<file path="config.mk">
export PLATFORM = sky130hd
export DESIGN_NAME = triangle_scanline_fill
export DESIGN_NICKNAME = d
export VERILOG_FILES = /design/src/rtl/tsf_pkg.sv /design/src/rtl/tsf_fifo.sv /design/src/rtl/tsf_div.sv /design/src/rtl/tsf_front.sv /design/src/rtl/tsf_back.sv /design/src/rtl/triangle_scanline_fill.sv
export SDC_FILE = /design/constraint.sdc
export NUM_CORES = 1
export LEC_CHECK = 0
export BUFFER_PORTS_ARGS = -buffer_cell sky130_fd_sc_hd__buf_2
export CAP_MARGIN = 20
export CORE_ASPECT_RATIO = 1.25
export CORE_MARGIN = 1.5
export CORE_UTILIZATION = 57
export DETAILED_ROUTE_END_ITERATION = 12
export PLACE_DENSITY = 0.86
export SLEW_MARGIN = 10
export SYNTH_ARGS = -nofsm -noshare
export SYNTH_HDL_FRONTEND = slang
export SYNTH_SLANG_ARGS = --single-unit
</file>
<file path="constraint.sdc">
create_clock -name clk -period 11.16 [get_ports clk]
set_clock_uncertainty 0.1 [all_clocks]
set_input_delay 0.558 -clock clk [delete_from_list [all_inputs] [get_ports clk]]
set_output_delay 0.558 -clock clk [all_outputs]
set_load 0.02 [all_outputs]
</file>
<file path="src/rtl/tsf_pkg.sv">
// shared widths, defaults and the fill job type of the triangle scanline fill
// no dependencies
`timescale 1ns / 1ps

package tsf_pkg;

	localparam int XW = 10;
	localparam int YW = 6;

	localparam int SCREEN_WIDTH_DEF = 1024;
	localparam int BAND_ROWS_DEF    = 64;
	localparam int FRAC_BITS_DEF    = 16;

	localparam int IN_W  = 48;
	localparam int OUT_W = 32;

	// rounded cut point: magnitude of 2*num+den and divisor 2*den
	localparam int CUT_NW = 17;
	localparam int CUT_DW = 7;

	localparam int QDEPTH = 4;
	localparam int QAW    = 2;

	typedef struct packed {
		logic [XW-1:0] apex_x;
		logic [XW-1:0] p_x;
		logic [XW-1:0] q_x;
		logic [YW-1:0] p_y;
		logic [YW-1:0] rows;
		logic          up;
		logic          last;
	} fill_t;

endpackage

</file>
<file path="src/rtl/tsf_fifo.sv">
// short queue of fill jobs between front and back
// depends on tsf_pkg
`timescale 1ns / 1ps

module tsf_fifo (
	input  logic          clk,
	input  logic          arst_n,
	input  logic          wr_valid,
	output logic          wr_ready,
	input  tsf_pkg::fill_t wr_data,
	output logic          rd_valid,
	input  logic          rd_ready,
	output tsf_pkg::fill_t rd_data
);

	tsf_pkg::fill_t mem_q [tsf_pkg::QDEPTH];
	logic [tsf_pkg::QAW:0] wr_ptr_q;
	logic [tsf_pkg::QAW:0] rd_ptr_q;
	logic                  empty;
	logic                  full;

	assign empty    = (wr_ptr_q == rd_ptr_q);
	assign full     = (wr_ptr_q[tsf_pkg::QAW] != rd_ptr_q[tsf_pkg::QAW]) &&
	                  (wr_ptr_q[tsf_pkg::QAW-1:0] == rd_ptr_q[tsf_pkg::QAW-1:0]);
	assign wr_ready = !full;
	assign rd_valid = !empty;
	assign rd_data  = mem_q[rd_ptr_q[tsf_pkg::QAW-1:0]];

	always_ff @(posedge clk or negedge arst_n) begin
		if (!arst_n) begin
			wr_ptr_q <= '0;
			rd_ptr_q <= '0;
		end else begin
			if (wr_valid && !full)
				wr_ptr_q <= wr_ptr_q + 1'b1;
			if (rd_ready && !empty)
				rd_ptr_q <= rd_ptr_q + 1'b1;
		end
	end

	always_ff @(posedge clk) begin
		if (wr_valid && !full)
			mem_q[wr_ptr_q[tsf_pkg::QAW-1:0]] <= wr_data;
	end

endmodule

</file>
<file path="src/rtl/tsf_div.sv">
// radix-2 restoring divider, one quotient bit per cycle
// no dependencies
`timescale 1ns / 1ps

module tsf_div #(
	parameter int NW = 17,
	parameter int DW = 7
) (
	input  logic          clk,
	input  logic          arst_n,
	input  logic          start,
	input  logic [NW-1:0] num,
	input  logic [DW-1:0] den,
	output logic          done,
	output logic [NW-1:0] quot
);

	localparam int CW = $clog2(NW + 1);

	logic          busy_q;
	logic          done_q;
	logic [CW-1:0] cnt_q;
	logic [DW-1:0] rem_q;
	logic [NW-1:0] quo_q;
	logic [DW-1:0] den_q;
	logic [DW:0]   trial;
	logic [DW:0]   diff;
	logic          ge;

	always_comb begin
		trial = {rem_q, quo_q[NW-1]};
		diff  = trial - {1'b0, den_q};
		ge    = (trial >= {1'b0, den_q});
	end

	assign done = done_q;
	assign quot = quo_q;

	always_ff @(posedge clk or negedge arst_n) begin
		if (!arst_n) begin
			busy_q <= 1'b0;
			done_q <= 1'b0;
			cnt_q  <= '0;
		end else begin
			done_q <= 1'b0;
			if (start) begin
				busy_q <= 1'b1;
				cnt_q  <= CW'(NW);
			end else if (busy_q) begin
				cnt_q <= cnt_q - 1'b1;
				if (cnt_q == CW'(1)) begin
					busy_q <= 1'b0;
					done_q <= 1'b1;
				end
			end
		end
	end

	always_ff @(posedge clk) begin
		if (start) begin
			rem_q <= '0;
			quo_q <= num;
			den_q <= den;
		end else if (busy_q) begin
			rem_q <= ge ? diff[DW-1:0] : trial[DW-1:0];
			quo_q <= {quo_q[NW-2:0], ge};
		end
	end

endmodule

</file>
<file path="src/rtl/tsf_front.sv">
// front end: takes a triangle, classifies it and issues zero, one or two fill jobs
// depends on tsf_pkg and tsf_div
`timescale 1ns / 1ps

module tsf_front (
	input  logic                     clk,
	input  logic                     arst_n,
	input  logic                     s_tvalid,
	output logic                     s_tready,
	input  logic [tsf_pkg::IN_W-1:0] s_tdata,
	output logic                     job_valid,
	input  logic                     job_ready,
	output tsf_pkg::fill_t           job
);

	localparam int XW = tsf_pkg::XW;
	localparam int YW = tsf_pkg::YW;

	typedef enum logic [2:0] {
		F_IDLE,
		F_CLASS,
		F_START,
		F_WAIT,
		F_PUSH1,
		F_PUSH2
	} fstate_t;

	fstate_t state_q;

	logic [XW-1:0] x_q [3];
	logic [YW-1:0] y_q [3];
	logic [XW-1:0] sx_q [3];
	logic [YW-1:0] sy_q [3];
	logic signed [18:0] n_q;
	logic [tsf_pkg::CUT_DW-1:0] d_q;
	tsf_pkg::fill_t job_q;
	tsf_pkg::fill_t job2_q;

	logic eq12, eq13, eq23, all_eq, any_eq;
	logic [XW-1:0] sx [3];
	logic [YW-1:0] sy [3];
	logic signed [18:0] n_c;
	tsf_pkg::fill_t flat_job;
	tsf_pkg::fill_t job1_c;
	tsf_pkg::fill_t job2_c;
	logic div_start;
	logic div_done;
	logic [tsf_pkg::CUT_NW-1:0] div_num;
	logic [tsf_pkg::CUT_NW-1:0] div_quot;
	logic signed [18:0] q_s;
	logic [18:0] cut_sum;

	always_comb begin
		logic [XW-1:0] tx;
		logic [YW-1:0] ty;
		logic signed [XW:0] dxc;
		logic signed [YW:0] dyc;
		logic signed [YW:0] dyf;
		logic [XW-1:0] ax_f, px_f, qx_f;
		logic [YW-1:0] ay_f, py_f;
		tx     = '0;
		ty     = '0;
		eq12   = (y_q[0] == y_q[1]);
		eq13   = (y_q[0] == y_q[2]);
		eq23   = (y_q[1] == y_q[2]);
		all_eq = eq12 && eq13;
		any_eq = eq12 || eq13 || eq23;

		// sort by row
		sx = x_q;
		sy = y_q;
		if (sy[0] > sy[1]) begin
			tx = sx[0]; sx[0] = sx[1]; sx[1] = tx;
			ty = sy[0]; sy[0] = sy[1]; sy[1] = ty;
		end
		if (sy[1] > sy[2]) begin
			tx = sx[1]; sx[1] = sx[2]; sx[2] = tx;
			ty = sy[1]; sy[1] = sy[2]; sy[2] = ty;
		end
		if (sy[0] > sy[1]) begin
			tx = sx[0]; sx[0] = sx[1]; sx[1] = tx;
			ty = sy[0]; sy[0] = sy[1]; sy[1] = ty;
		end
		dxc = signed'({1'b0, sx[2]}) - signed'({1'b0, sx[0]});
		dyc = signed'({1'b0, sy[1] - sy[0]});
		n_c = 19'(dxc * dyc) * 19'sd2 + 19'(signed'({1'b0, sy[2] - sy[0]}));

		// flat triangle
		priority if (eq12) begin
			ax_f = x_q[2]; ay_f = y_q[2];
			px_f = x_q[0]; py_f = y_q[0]; qx_f = x_q[1];
		end else if (eq13) begin
			ax_f = x_q[1]; ay_f = y_q[1];
			px_f = x_q[0]; py_f = y_q[0]; qx_f = x_q[2];
		end else begin
			ax_f = x_q[0]; ay_f = y_q[0];
			px_f = x_q[1]; py_f = y_q[1]; qx_f = x_q[2];
		end
		dyf = signed'({1'b0, ay_f}) - signed'({1'b0, py_f});
		flat_job.apex_x = ax_f;
		flat_job.p_x    = px_f;
		flat_job.q_x    = qx_f;
		flat_job.p_y    = py_f;
		flat_job.up     = dyf[YW];
		flat_job.rows   = dyf[YW] ? YW'(-dyf) : dyf[YW-1:0];
		flat_job.last   = 1'b1;
	end

	assign div_start = (state_q == F_START);
	assign div_num   = n_q[18] ? ~n_q[tsf_pkg::CUT_NW-1:0] : n_q[tsf_pkg::CUT_NW-1:0];

	tsf_div #(
		.NW(tsf_pkg::CUT_NW),
		.DW(tsf_pkg::CUT_DW)
	) u_cut_div (
		.clk   (clk),
		.arst_n(arst_n),
		.start (div_start),
		.num   (div_num),
		.den   (d_q),
		.done  (div_done),
		.quot  (div_quot)
	);

	always_comb begin
		// floor division of a negative numerator comes out as the complement
		q_s     = n_q[18] ? ~signed'({2'b00, div_quot}) : signed'({2'b00, div_quot});
		cut_sum = 19'({9'b0, sx_q[0]}) + unsigned'(q_s);

		job1_c.apex_x = sx_q[0];
		job1_c.p_x    = sx_q[1];
		job1_c.q_x    = cut_sum[XW-1:0];
		job1_c.p_y    = sy_q[1];
		job1_c.rows   = sy_q[1] - sy_q[0];
		job1_c.up     = 1'b1;
		job1_c.last   = 1'b0;

		job2_c.apex_x = sx_q[2];
		job2_c.p_x    = sx_q[1];
		job2_c.q_x    = cut_sum[XW-1:0];
		job2_c.p_y    = sy_q[1];
		job2_c.rows   = sy_q[2] - sy_q[1];
		job2_c.up     = 1'b0;
		job2_c.last   = 1'b1;
	end

	assign s_tready  = (state_q == F_IDLE);
	assign job_valid = (state_q == F_PUSH1) || (state_q == F_PUSH2);
	assign job       = job_q;

	always_ff @(posedge clk or negedge arst_n) begin
		if (!arst_n) begin
			state_q <= F_IDLE;
		end else begin
			unique case (state_q)
				F_IDLE:  if (s_tvalid) state_q <= F_CLASS;
				F_CLASS: begin
					priority if (all_eq) state_q <= F_IDLE;
					else if (any_eq)     state_q <= F_PUSH2;
					else                 state_q <= F_START;
				end
				F_START: state_q <= F_WAIT;
				F_WAIT:  if (div_done) state_q <= F_PUSH1;
				F_PUSH1: if (job_ready) state_q <= F_PUSH2;
				F_PUSH2: if (job_ready) state_q <= F_IDLE;
				default: state_q <= F_IDLE;
			endcase
		end
	end

	always_ff @(posedge clk) begin
		if (state_q == F_IDLE && s_tvalid) begin
			x_q[0] <= s_tdata[9:0];
			y_q[0] <= s_tdata[15:10];
			x_q[1] <= s_tdata[25:16];
			y_q[1] <= s_tdata[31:26];
			x_q[2] <= s_tdata[41:32];
			y_q[2] <= s_tdata[47:42];
		end
		if (state_q == F_CLASS) begin
			sx_q  <= sx;
			sy_q  <= sy;
			n_q   <= n_c;
			d_q   <= {sy[2] - sy[0], 1'b0};
			job_q <= flat_job;
		end
		if (state_q == F_WAIT && div_done) begin
			job_q  <= job1_c;
			job2_q <= job2_c;
		end
		if (state_q == F_PUSH1 && job_ready)
			job_q <= job2_q;
	end

endmodule

</file>
<file path="src/rtl/tsf_back.sv">
// back end: works out edge slopes of a fill job and steps out the spans
// depends on tsf_pkg and tsf_div
`timescale 1ns / 1ps

module tsf_back #(
	parameter int SCREEN_WIDTH = tsf_pkg::SCREEN_WIDTH_DEF,
	parameter int BAND_ROWS    = tsf_pkg::BAND_ROWS_DEF,
	parameter int FRAC_BITS    = tsf_pkg::FRAC_BITS_DEF
) (
	input  logic                      clk,
	input  logic                      arst_n,
	input  logic                      job_valid,
	output logic                      job_ready,
	input  tsf_pkg::fill_t            job,
	output logic                      m_tvalid,
	input  logic                      m_tready,
	output logic [tsf_pkg::OUT_W-1:0] m_tdata,
	output logic                      m_tlast
);

	localparam int XW = tsf_pkg::XW;
	localparam int YW = tsf_pkg::YW;
	localparam int NW = XW + FRAC_BITS;
	localparam int AW = NW + 2;

	typedef enum logic [2:0] {
		B_IDLE,
		B_D1S,
		B_D1W,
		B_D2S,
		B_D2W,
		B_RUN,
		B_FLUSH
	} bstate_t;

	bstate_t state_q;
	logic    pend_v_q;
	logic    m_tvalid_q;

	tsf_pkg::fill_t job_q;
	logic              neg_q;
	logic signed [NW:0] s1_q, s2_q;
	logic signed [AW-1:0] a1_q, a2_q;
	logic [YW-1:0] row_q;
	logic [YW-1:0] k_q;
	logic [YW-1:0] pend_row_q;
	logic [XW-1:0] pend_xl_q, pend_xr_q;
	logic [tsf_pkg::OUT_W-1:0] m_tdata_q;
	logic m_tlast_q;

	logic [XW-1:0] sel_x;
	logic signed [XW:0] diff;
	logic [XW:0]   mag_w;
	logic [NW-1:0] div_num;
	logic [NW-1:0] div_quot;
	logic          div_start;
	logic          div_done;
	logic signed [NW:0] step_c;
	logic [XW-1:0] xl_c, xr_c;
	logic kept, out_free, can_go, run_adv, take_pend, mid_out, flush_out, job_end;

	function automatic logic [XW-1:0] to_pixel(input logic signed [AW-1:0] acc);
		logic [15:0] ip;
		ip = 16'(acc[AW-2:FRAC_BITS]);
		if (acc[AW-1])
			ip = '0;
		else if (ip > 16'(SCREEN_WIDTH - 1))
			ip = 16'(SCREEN_WIDTH - 1);
		return ip[XW-1:0];
	endfunction

	always_comb begin
		sel_x     = (state_q == B_D2S) ? job_q.q_x : job_q.p_x;
		diff      = signed'({1'b0, job_q.apex_x}) - signed'({1'b0, sel_x});
		mag_w     = diff[XW] ? unsigned'(-diff) : unsigned'(diff);
		div_num   = {mag_w[XW-1:0], {FRAC_BITS{1'b0}}};
		div_start = (state_q == B_D1S) || (state_q == B_D2S);
		step_c    = neg_q ? -signed'({1'b0, div_quot}) : signed'({1'b0, div_quot});

		xl_c      = to_pixel(a1_q);
		xr_c      = to_pixel(a2_q);
		kept      = ({1'b0, row_q} < 7'(BAND_ROWS));
		out_free  = !m_tvalid_q || m_tready;
		can_go    = !kept || !pend_v_q || out_free;
		run_adv   = (state_q == B_RUN) && can_go;
		take_pend = run_adv && kept;
		mid_out   = take_pend && pend_v_q;
		flush_out = (state_q == B_FLUSH) && pend_v_q && out_free;
		job_end   = (k_q == job_q.rows - 1'b1);
	end

	tsf_div #(
		.NW(NW),
		.DW(YW)
	) u_slope_div (
		.clk   (clk),
		.arst_n(arst_n),
		.start (div_start),
		.num   (div_num),
		.den   (job_q.rows),
		.done  (div_done),
		.quot  (div_quot)
	);

	assign job_ready = (state_q == B_IDLE);
	assign m_tvalid  = m_tvalid_q;
	assign m_tdata   = m_tdata_q;
	assign m_tlast   = m_tlast_q;

	always_ff @(posedge clk or negedge arst_n) begin
		if (!arst_n) begin
			state_q    <= B_IDLE;
			pend_v_q   <= 1'b0;
			m_tvalid_q <= 1'b0;
		end else begin
			if (mid_out || flush_out)
				m_tvalid_q <= 1'b1;
			else if (m_tready)
				m_tvalid_q <= 1'b0;
			if (take_pend)
				pend_v_q <= 1'b1;
			else if (flush_out)
				pend_v_q <= 1'b0;
			unique case (state_q)
				B_IDLE:  if (job_valid) state_q <= B_D1S;
				B_D1S:   state_q <= B_D1W;
				B_D1W:   if (div_done) state_q <= B_D2S;
				B_D2S:   state_q <= B_D2W;
				B_D2W:   if (div_done) state_q <= B_RUN;
				B_RUN: begin
					if (run_adv && job_end)
						state_q <= job_q.last ? B_FLUSH : B_IDLE;
				end
				B_FLUSH: if (!pend_v_q || out_free) state_q <= B_IDLE;
				default: state_q <= B_IDLE;
			endcase
		end
	end

	always_ff @(posedge clk) begin
		if (state_q == B_IDLE && job_valid)
			job_q <= job;
		if (div_start)
			neg_q <= diff[XW];
		if (state_q == B_D1W && div_done)
			s1_q <= step_c;
		if (state_q == B_D2W && div_done) begin
			s2_q  <= step_c;
			a1_q  <= signed'({2'b00, job_q.p_x, {FRAC_BITS{1'b0}}});
			a2_q  <= signed'({2'b00, job_q.q_x, {FRAC_BITS{1'b0}}});
			row_q <= job_q.p_y;
			k_q   <= '0;
		end
		if (run_adv) begin
			a1_q  <= a1_q + AW'(s1_q);
			a2_q  <= a2_q + AW'(s2_q);
			row_q <= job_q.up ? row_q - 1'b1 : row_q + 1'b1;
			k_q   <= k_q + 1'b1;
		end
		if (mid_out || flush_out) begin
			m_tdata_q <= {{(tsf_pkg::OUT_W - 2 * XW - YW){1'b0}},
			              pend_xr_q, pend_xl_q, pend_row_q};
			m_tlast_q <= flush_out;
		end
		if (take_pend) begin
			pend_row_q <= row_q;
			pend_xl_q  <= xl_c;
			pend_xr_q  <= xr_c;
		end
	end

endmodule

</file>
<file path="src/rtl/triangle_scanline_fill.sv">
// triangle scanline fill: one triangle in, its horizontal spans out
// the slope and cut dividers are bit-serial; once stepping starts, the back end gives
// one span per cycle while the output is not stalled
// asynchronous active-low reset clears all control state; no clearing pass
`timescale 1ns / 1ps

module triangle_scanline_fill #(
	parameter int SCREEN_WIDTH = tsf_pkg::SCREEN_WIDTH_DEF,
	parameter int BAND_ROWS    = tsf_pkg::BAND_ROWS_DEF,
	parameter int FRAC_BITS    = tsf_pkg::FRAC_BITS_DEF
) (
	input  logic                      clk,
	input  logic                      arst_n,
	input  logic                      s_tvalid,
	output logic                      s_tready,
	// ax, ay, bx, by, cx, cy
	input  logic [tsf_pkg::IN_W-1:0]  s_tdata,
	output logic                      m_tvalid,
	input  logic                      m_tready,
	// row, x on the p edge, x on the q edge (either may be the left one), zero fill
	output logic [tsf_pkg::OUT_W-1:0] m_tdata,
	output logic                      m_tlast
);

	tsf_pkg::fill_t f_job, b_job;
	logic f_valid, f_ready, b_valid, b_ready;

	tsf_front u_front (
		.clk      (clk),
		.arst_n   (arst_n),
		.s_tvalid (s_tvalid),
		.s_tready (s_tready),
		.s_tdata  (s_tdata),
		.job_valid(f_valid),
		.job_ready(f_ready),
		.job      (f_job)
	);

	tsf_fifo u_queue (
		.clk     (clk),
		.arst_n  (arst_n),
		.wr_valid(f_valid),
		.wr_ready(f_ready),
		.wr_data (f_job),
		.rd_valid(b_valid),
		.rd_ready(b_ready),
		.rd_data (b_job)
	);

	tsf_back #(
		.SCREEN_WIDTH(SCREEN_WIDTH),
		.BAND_ROWS   (BAND_ROWS),
		.FRAC_BITS   (FRAC_BITS)
	) u_back (
		.clk      (clk),
		.arst_n   (arst_n),
		.job_valid(b_valid),
		.job_ready(b_ready),
		.job      (b_job),
		.m_tvalid (m_tvalid),
		.m_tready (m_tready),
		.m_tdata  (m_tdata),
		.m_tlast  (m_tlast)
	);

endmodule

</file>
Yosys cells after proc, flatten, opt, wreduce, memory -nomap -nowiden
Memories as Yosys holds them, arrays and structs flattened. A register that Yosys moved wholly into a read port is not among the register bits.
Index checks and enable logic that the tools add are counted.
{"block": "op_classes", "magnitude_cmp": 7, "n_mux": 77, "eq_ne": 29, "multipliers": 1, "reduce_logical": 35, "add_sub_neg": 24, "n_bitwise": 2}
{"operator": "44-bit 2-to-1 mux", "count": 3}
{"operator": "28-bit 2-to-1 mux", "count": 4}
{"operator": "10-bit 2-to-1 mux", "count": 10}
{"operator": "6-bit 2-to-1 mux", "count": 11}
{"operator": "20-bit 2-to-1 mux", "count": 3}
{"operator": "28-bit by 27-bit adder with 28-bit output", "count": 2}
{"operator": "26-bit 2-to-1 mux", "count": 2}
{"operator": "17-bit 2-to-1 mux", "count": 3}
{"operator": "12-bit 2-to-1 mux", "count": 3}
{"operator": "3-bit 2-to-1 mux", "count": 12}
{"operator": "6-bit subtractor", "count": 5}
{"operator": "27-bit 2-to-1 mux", "count": 1}
{"operator": "26-bit negation with 27-bit output", "count": 1}
{"operator": "6-bit == test", "count": 4}
{"operator": "11-bit by 10-bit > comparator with 1-bit output (second input constant)", "count": 2}
{"operator": "10-bit by 10-bit subtractor with 11-bit output", "count": 2}
{"operator": "3-bit one-hot mux with 7 select lines", "count": 1}
{"operator": "5-bit 2-to-1 mux", "count": 4}
{"operator": "19-bit by 7-bit adder with 19-bit output", "count": 1}
{"operator": "6-bit > comparator", "count": 3}
{"operator": "11-bit by 7-bit multiplier with 18-bit output", "count": 1}
{"operator": "1-bit 2-to-1 mux", "count": 18}
{"operator": "3-bit one-hot mux with 6 select lines", "count": 1}
{"operator": "17-bit NOT", "count": 1}
{"operator": "30 further kinds", "count": 77}
{"block": "word_totals", "out_inout_bits": 35, "regBits": 479, "elab_cells": 233, "ramBits": 176, "input_bits": 52, "memories": 1}
{"name": "u_queue.mem_q", "words": 4, "width": 44, "rd": 1, "rd_ports_with_merged_regs": 1, "write_ports": 1, "line_no": "tsf_fifo.sv:16", "rtl": "tsf_pkg::fill_t mem_q [tsf_pkg::QDEPTH];"}

Logic depth before layout (Yosys ltp)
{"block": "logic_depth", "word_depth": 9, "depth_mapped": 53, "ltp_nobuf": 50}

Hierarchy
A second synthesis with hierarchy kept.
{"block": "hier_totals", "cells_unflattened": 2967, "hier_area_um2": 37267.0}
{"module": "tsf_front", "area_per_inst_um2": 14303.7, "cells_per_inst": 1342, "n_inst": 1, "seq_area_each_um2": 6231.0}
{"module": "tsf_back", "area_per_inst_um2": 11846.4, "cells_per_inst": 1004, "n_inst": 1, "seq_area_each_um2": 6731.5}
{"module": "tsf_fifo", "area_per_inst_um2": 6836.6, "cells_per_inst": 277, "n_inst": 1, "seq_area_each_um2": 5435.2}
{"module": "tsf_div (u_back.u_slope_div)", "area_per_inst_um2": 2194.6, "cells_per_inst": 167, "n_inst": 1, "seq_area_each_um2": 1256.2}
{"module": "tsf_div (u_front.u_cut_div)", "area_per_inst_um2": 2085.8, "cells_per_inst": 177, "n_inst": 1, "seq_area_each_um2": 1036.0}

Worst setup path after synthesis
No wires, ideal clock.
{"block": "synth_timing", "kind": "register to register", "startpoint": "register u_front.y_q[9] (netlist bit)", "endpoint": "register u_front.n_q[18] (data pin)", "path_slack_ns": -0.835, "t_required_ns": 10.792, "n_path_buf": 4, "arrival_ns": 11.627, "setup_time_ns": 0.268, "path_stages_with_launch": 51, "synth_period_minus_slack_ns": 11.995, "cell_sequence": "edfxtp_1 > inv_1 > ha_1 > a211o_1 > o211a_2 > o31ai_4 > buf_6 > mux2_4 > ha_1 > and4_1 > o21a_1 > o311ai_0 > o41ai_4 > ha_1 > clkbuf_1 > nand3_1 > a21boi_0 > o32a_1 > (+15 left out) > o21ai_0 > nand2b_1 > nor2_1 > fa_1 > fa_1 > fa_1 > inv_1 > fa_1 > inv_1 > ha_1 > nor2b_1 > or3_1 > o221ai_1 > nand2b_1 > xor2_1 > nand2_1 > nor4_1 > xnor3_1"}
{"element": "start: declaration", "line_no": "tsf_front.sv:31", "rtl": "logic [YW-1:0] y_q [3];"}
{"element": "end signal: assignment", "line_no": "tsf_front.sv:183", "rtl": "n_q <= n_c;"}
{"element": "end: declaration", "line_no": "tsf_front.sv:34", "rtl": "logic signed [18:0] n_q;"}

==> key figures <==
Outcome
  • Outcome: complete, no violations

Routing
  • DR vias/cell: 5.95
  • Final WL: roughly 84000 um
  • Remaining DRCs: 0
  • Drt first pass iters: 7
  • DR iter-0 viols: between 2000 and 2500
  • Vias after detailed routing: ~24000
  • Antenna Nets Post-Route: 0
  • WL per Instance: slightly above 20 um

Finish
  • Area of the multi-input gates: about 15000 um^2
  • Area growth, synth to finish: 14.7%
  • Final nets: 3455
  • Reg area: 20500 um^2
  • Fin cells: between 4000 and 5000
  • Fin area: 41800 um^2
  • Share of cells above drive strength 1: between 15 and 20%
  • Fill count: ~4200

GRT
  • Met2 Resource Use GR: between 40 and 50%
  • Antenna violations before repair: 1
  • Grt ovf: 0
  • Global-route wire length before repair: 129000 um
  • Pin count of the biggest net entering global routing: 90
  • Grt peak-use layer: met2
  • Number of global-route vias before repair: between 20000 and 25000
  • Global-route met1 utilization: 28.9%
  • Met3 Use GR: around 3.3%
  • Gr usage total: between 20% and 30%

Floorplanning
  • Die footprint: 65500 um^2
  • Die width: about 230 um
  • Io pins: 87
  • Die Ht: ~290 um
  • Core Footprint: ~63000 um^2
  • Row count: 103
  • Starting density of the core: approximately 58%

Logic synthesis
  • Main synth FF type: edfxtp_1
  • Mapped Avg Cell Area: between 10 and 15 um^2
  • Yosys Warn Count: 0
  • Synth Register Bits: about 700
  • Synth Cell Area: about 36000 um^2
  • Post-synth EDFFs: 640
  • Register area share after synthesis: 56.3%
  • Synth unique cells: a little over 90
  • Syn Inst Count: 2942
  • Post-synthesis async set-or-reset flop share: roughly 4%

Setup path
  • Top cell family by delay on the critical path: adder cells
  • Crit end category: register
  • Critical path class: register to register
  • Critical Path Source Type: register
  • Required time of the worst setup path: 11430 ps
  • Crit Path Max Fanout: 6
  • Critical-path top delay cell: fa_1
  • Crit path DAT: 11400 ps
  • CP max stage delay: around 560 ps
  • CP Buf/Inv Count: 8

Placed design
  • Placed Area: 38300 um^2
  • Input/output buffers: 80
  • Post-detail-place hpwl: between 50000 and 60000 um
  • Final RePlAce weighted congestion: 0.920
  • Placed cell count: just under 4000

Clocking
  • Root buf cell: clkbuf_16
  • # clock sinks: ~700
  • CTS tree: built
  • Reg clk slew, reported paths: ~60 ps
  • Clock Latency Late Sink: around 640 ps
  • CTS Buf Count: 70
  • H-tree depth: 3
  • Clock Path Buffers: 3

Worst hold path
  • Min-delay worst type: input pin to register

Timing
  • Final-report hold violation count: 0
  • Final slew viol count: 0
  • Slew @ Worst Pin: about 1000 ps
  • Fin crit period: 11130 ps
  • Crit share post-route: roughly 100%
  • Slew HR: about a third
  • Final Setup Violations: 0
  • Max Fclk: around 0.09 GHz

Job
  • Max-Cap Viols: 0
-- logic make-up (layout without fill, tap and decap cells) --
| kind of cell | Yosys count | in the layout | synth area share [%] |
|---|---|---|---|
| compound gates | 577 | 577 | 10.2 |
| xor+xnor | 215 | 215 | 5.20 |
| fa+ha+maj | 254 | 254 | 9.96 |
| buf+inv | 318 | 575 | 3.44 |
| flops | 697 | 697 | 56.3 |
| mux | 139 | 139 | 5.43 |
| other cells | 1 | 7 | 0.0103 |
| simple gates | 741 | 741 | 9.56 |
-- per-stage QoR --
step | util (%) | hold slack, ps | setup TNS [ps] | setup WS (ps)
after floorplan | - | 162 | 0 | 3.76
after global placement | 60.6 | 301 | 0 | 22.0
after detailed placement | 60.6 | 305 | -277 | -277
after CTS | 65.0 | 0.140 | 0 | 5.15
after global routing | 66.2 | 8.93 | -358 | -277
final | 66.2 | 15.8 | 0 | 31.0
-- layout by cell type, fill, tap and decap left out, drive strengths merged, types with 11 or more instances in the layout --
cell,n
nand3,51
a221o,11
o31ai,22
xor2,76
nor2,253
o21ai,198
dfrtp,28
buf,195
inv,218
xnor2,138
dfxtp,29
fa,60
o21bai,13
and2,20
clkbuf,83
o22ai,14
nand2,204
nor3,55
a211oi,15
dlygate4sd3,37
o21a,20
or2,21
nand2b,34
clkinv,29
mux4,44
ha,194
a21o,40
a31oi,17
and3,11
nor3b,14
edfxtp,640
a22oi,26
a21oi,121
or3,15
nor2b,24
mux2i,85
-- layout make-up --
type	count	area share [%]
clock inverter	44	1.22
tap	840	2.52
multi-input combinational	1932	36.7
antenna	1	0.00599
clock buffer	83	4.49
timing repair buffer	232	4.06
sequential	697	49.1
inverter	216	1.94
-- metal layers --
metal	vias up	wire length [um]
met2	1011	44100
li1	11100	-
met3	258	4530
met1	11600	31400
met4	0	3610
met5	-	0
-- registers in the layout, summed over array words and instances, names as in the netlist, 7 cells and up --
register and count:
u_queue.mem_q 176, u_back.u_slope_div.quot 26, u_front.job2_q 42, u_back.pend_xl_q 10, u_front.job1_c 26, u_front.y_q 18, u_front.sy_q 12, u_back.m_tdata 26
u_back.s2_q 27, u_back.a1_q 28, u_front.job 44, u_front.job2_c 10, u_back.a2_q 28, u_front.u_cut_div.quot 17, u_front.u_cut_div.rem_q 7, u_back.s1_q 27
u_back.job_q 44, u_front.x_q 30, u_back.pend_xr_q 10, u_front.n_q 18
-- cell usage after synthesis (24+ instances only) --
master    number  area [um^2]
mux2i_1       83          831
mux4_2        44          991
clkbuf_1      71          267
edfxtp_1     640        19200
inv_1        212          796
o21ai_0      195          976
xnor2_1      138         1210
nand3_1       51          255
fa_1          60         1200
a21oi_1      121          606
a22oi_1       26          195
ha_1         194         2430
nor3_1        45          225
nor2b_1       24          150
a21o_1        40          300
dfrtp_1       28          701
xor2_1        76          666
nand2_1      204          766
nand2b_1      34          213
dfxtp_1       29          581
nor2_1       253          950
-- worst reg2reg max path, delay by kind of cell, from the launching register on --
family	cells	cell delay [ps]
adders and majority gates	10	3660
AOI/OAI and AO/OA	13	2900
and+or+nand+nor	14	2310
buffers and inverters	8	870
xor gates and xnor gates	3	590
DFF	1	420
-- worst paths after layout --
| path | cells after the start | to | slack [ps] | start |
|---|---|---|---|---|
| max | 48 | u_front.n_q[18] | 30 | u_front.y_q[9] |
| min | 1 | u_front.x_q[22] | 20 | s_tdata[2] |
| max reg2reg | 48 | u_front.n_q[18] | 30 | u_front.y_q[9] |
| min reg2reg | 0 | u_front.u_cut_div.den_q[4] | 320 | u_front.d_q[4] |
| max in group asynchronous | 2 | u_queue.rd_ptr_q[0] | 9850 | arst_n |
| min in group asynchronous | 2 | u_back.u_slope_div.cnt_q[3] | 570 | arst_n |
-- repair_timing --
action	in CTS	in global routing
pin swaps	3	54
hold buffers	37	0
hold endpoints to repair	64	0
buffers inserted	3	31
setup endpoints to repair	2	7
gates resized for setup	8	74
Power is not shown: default switching activity piles up to over one toggle a cycle in this logic, so the estimate is an artifact.
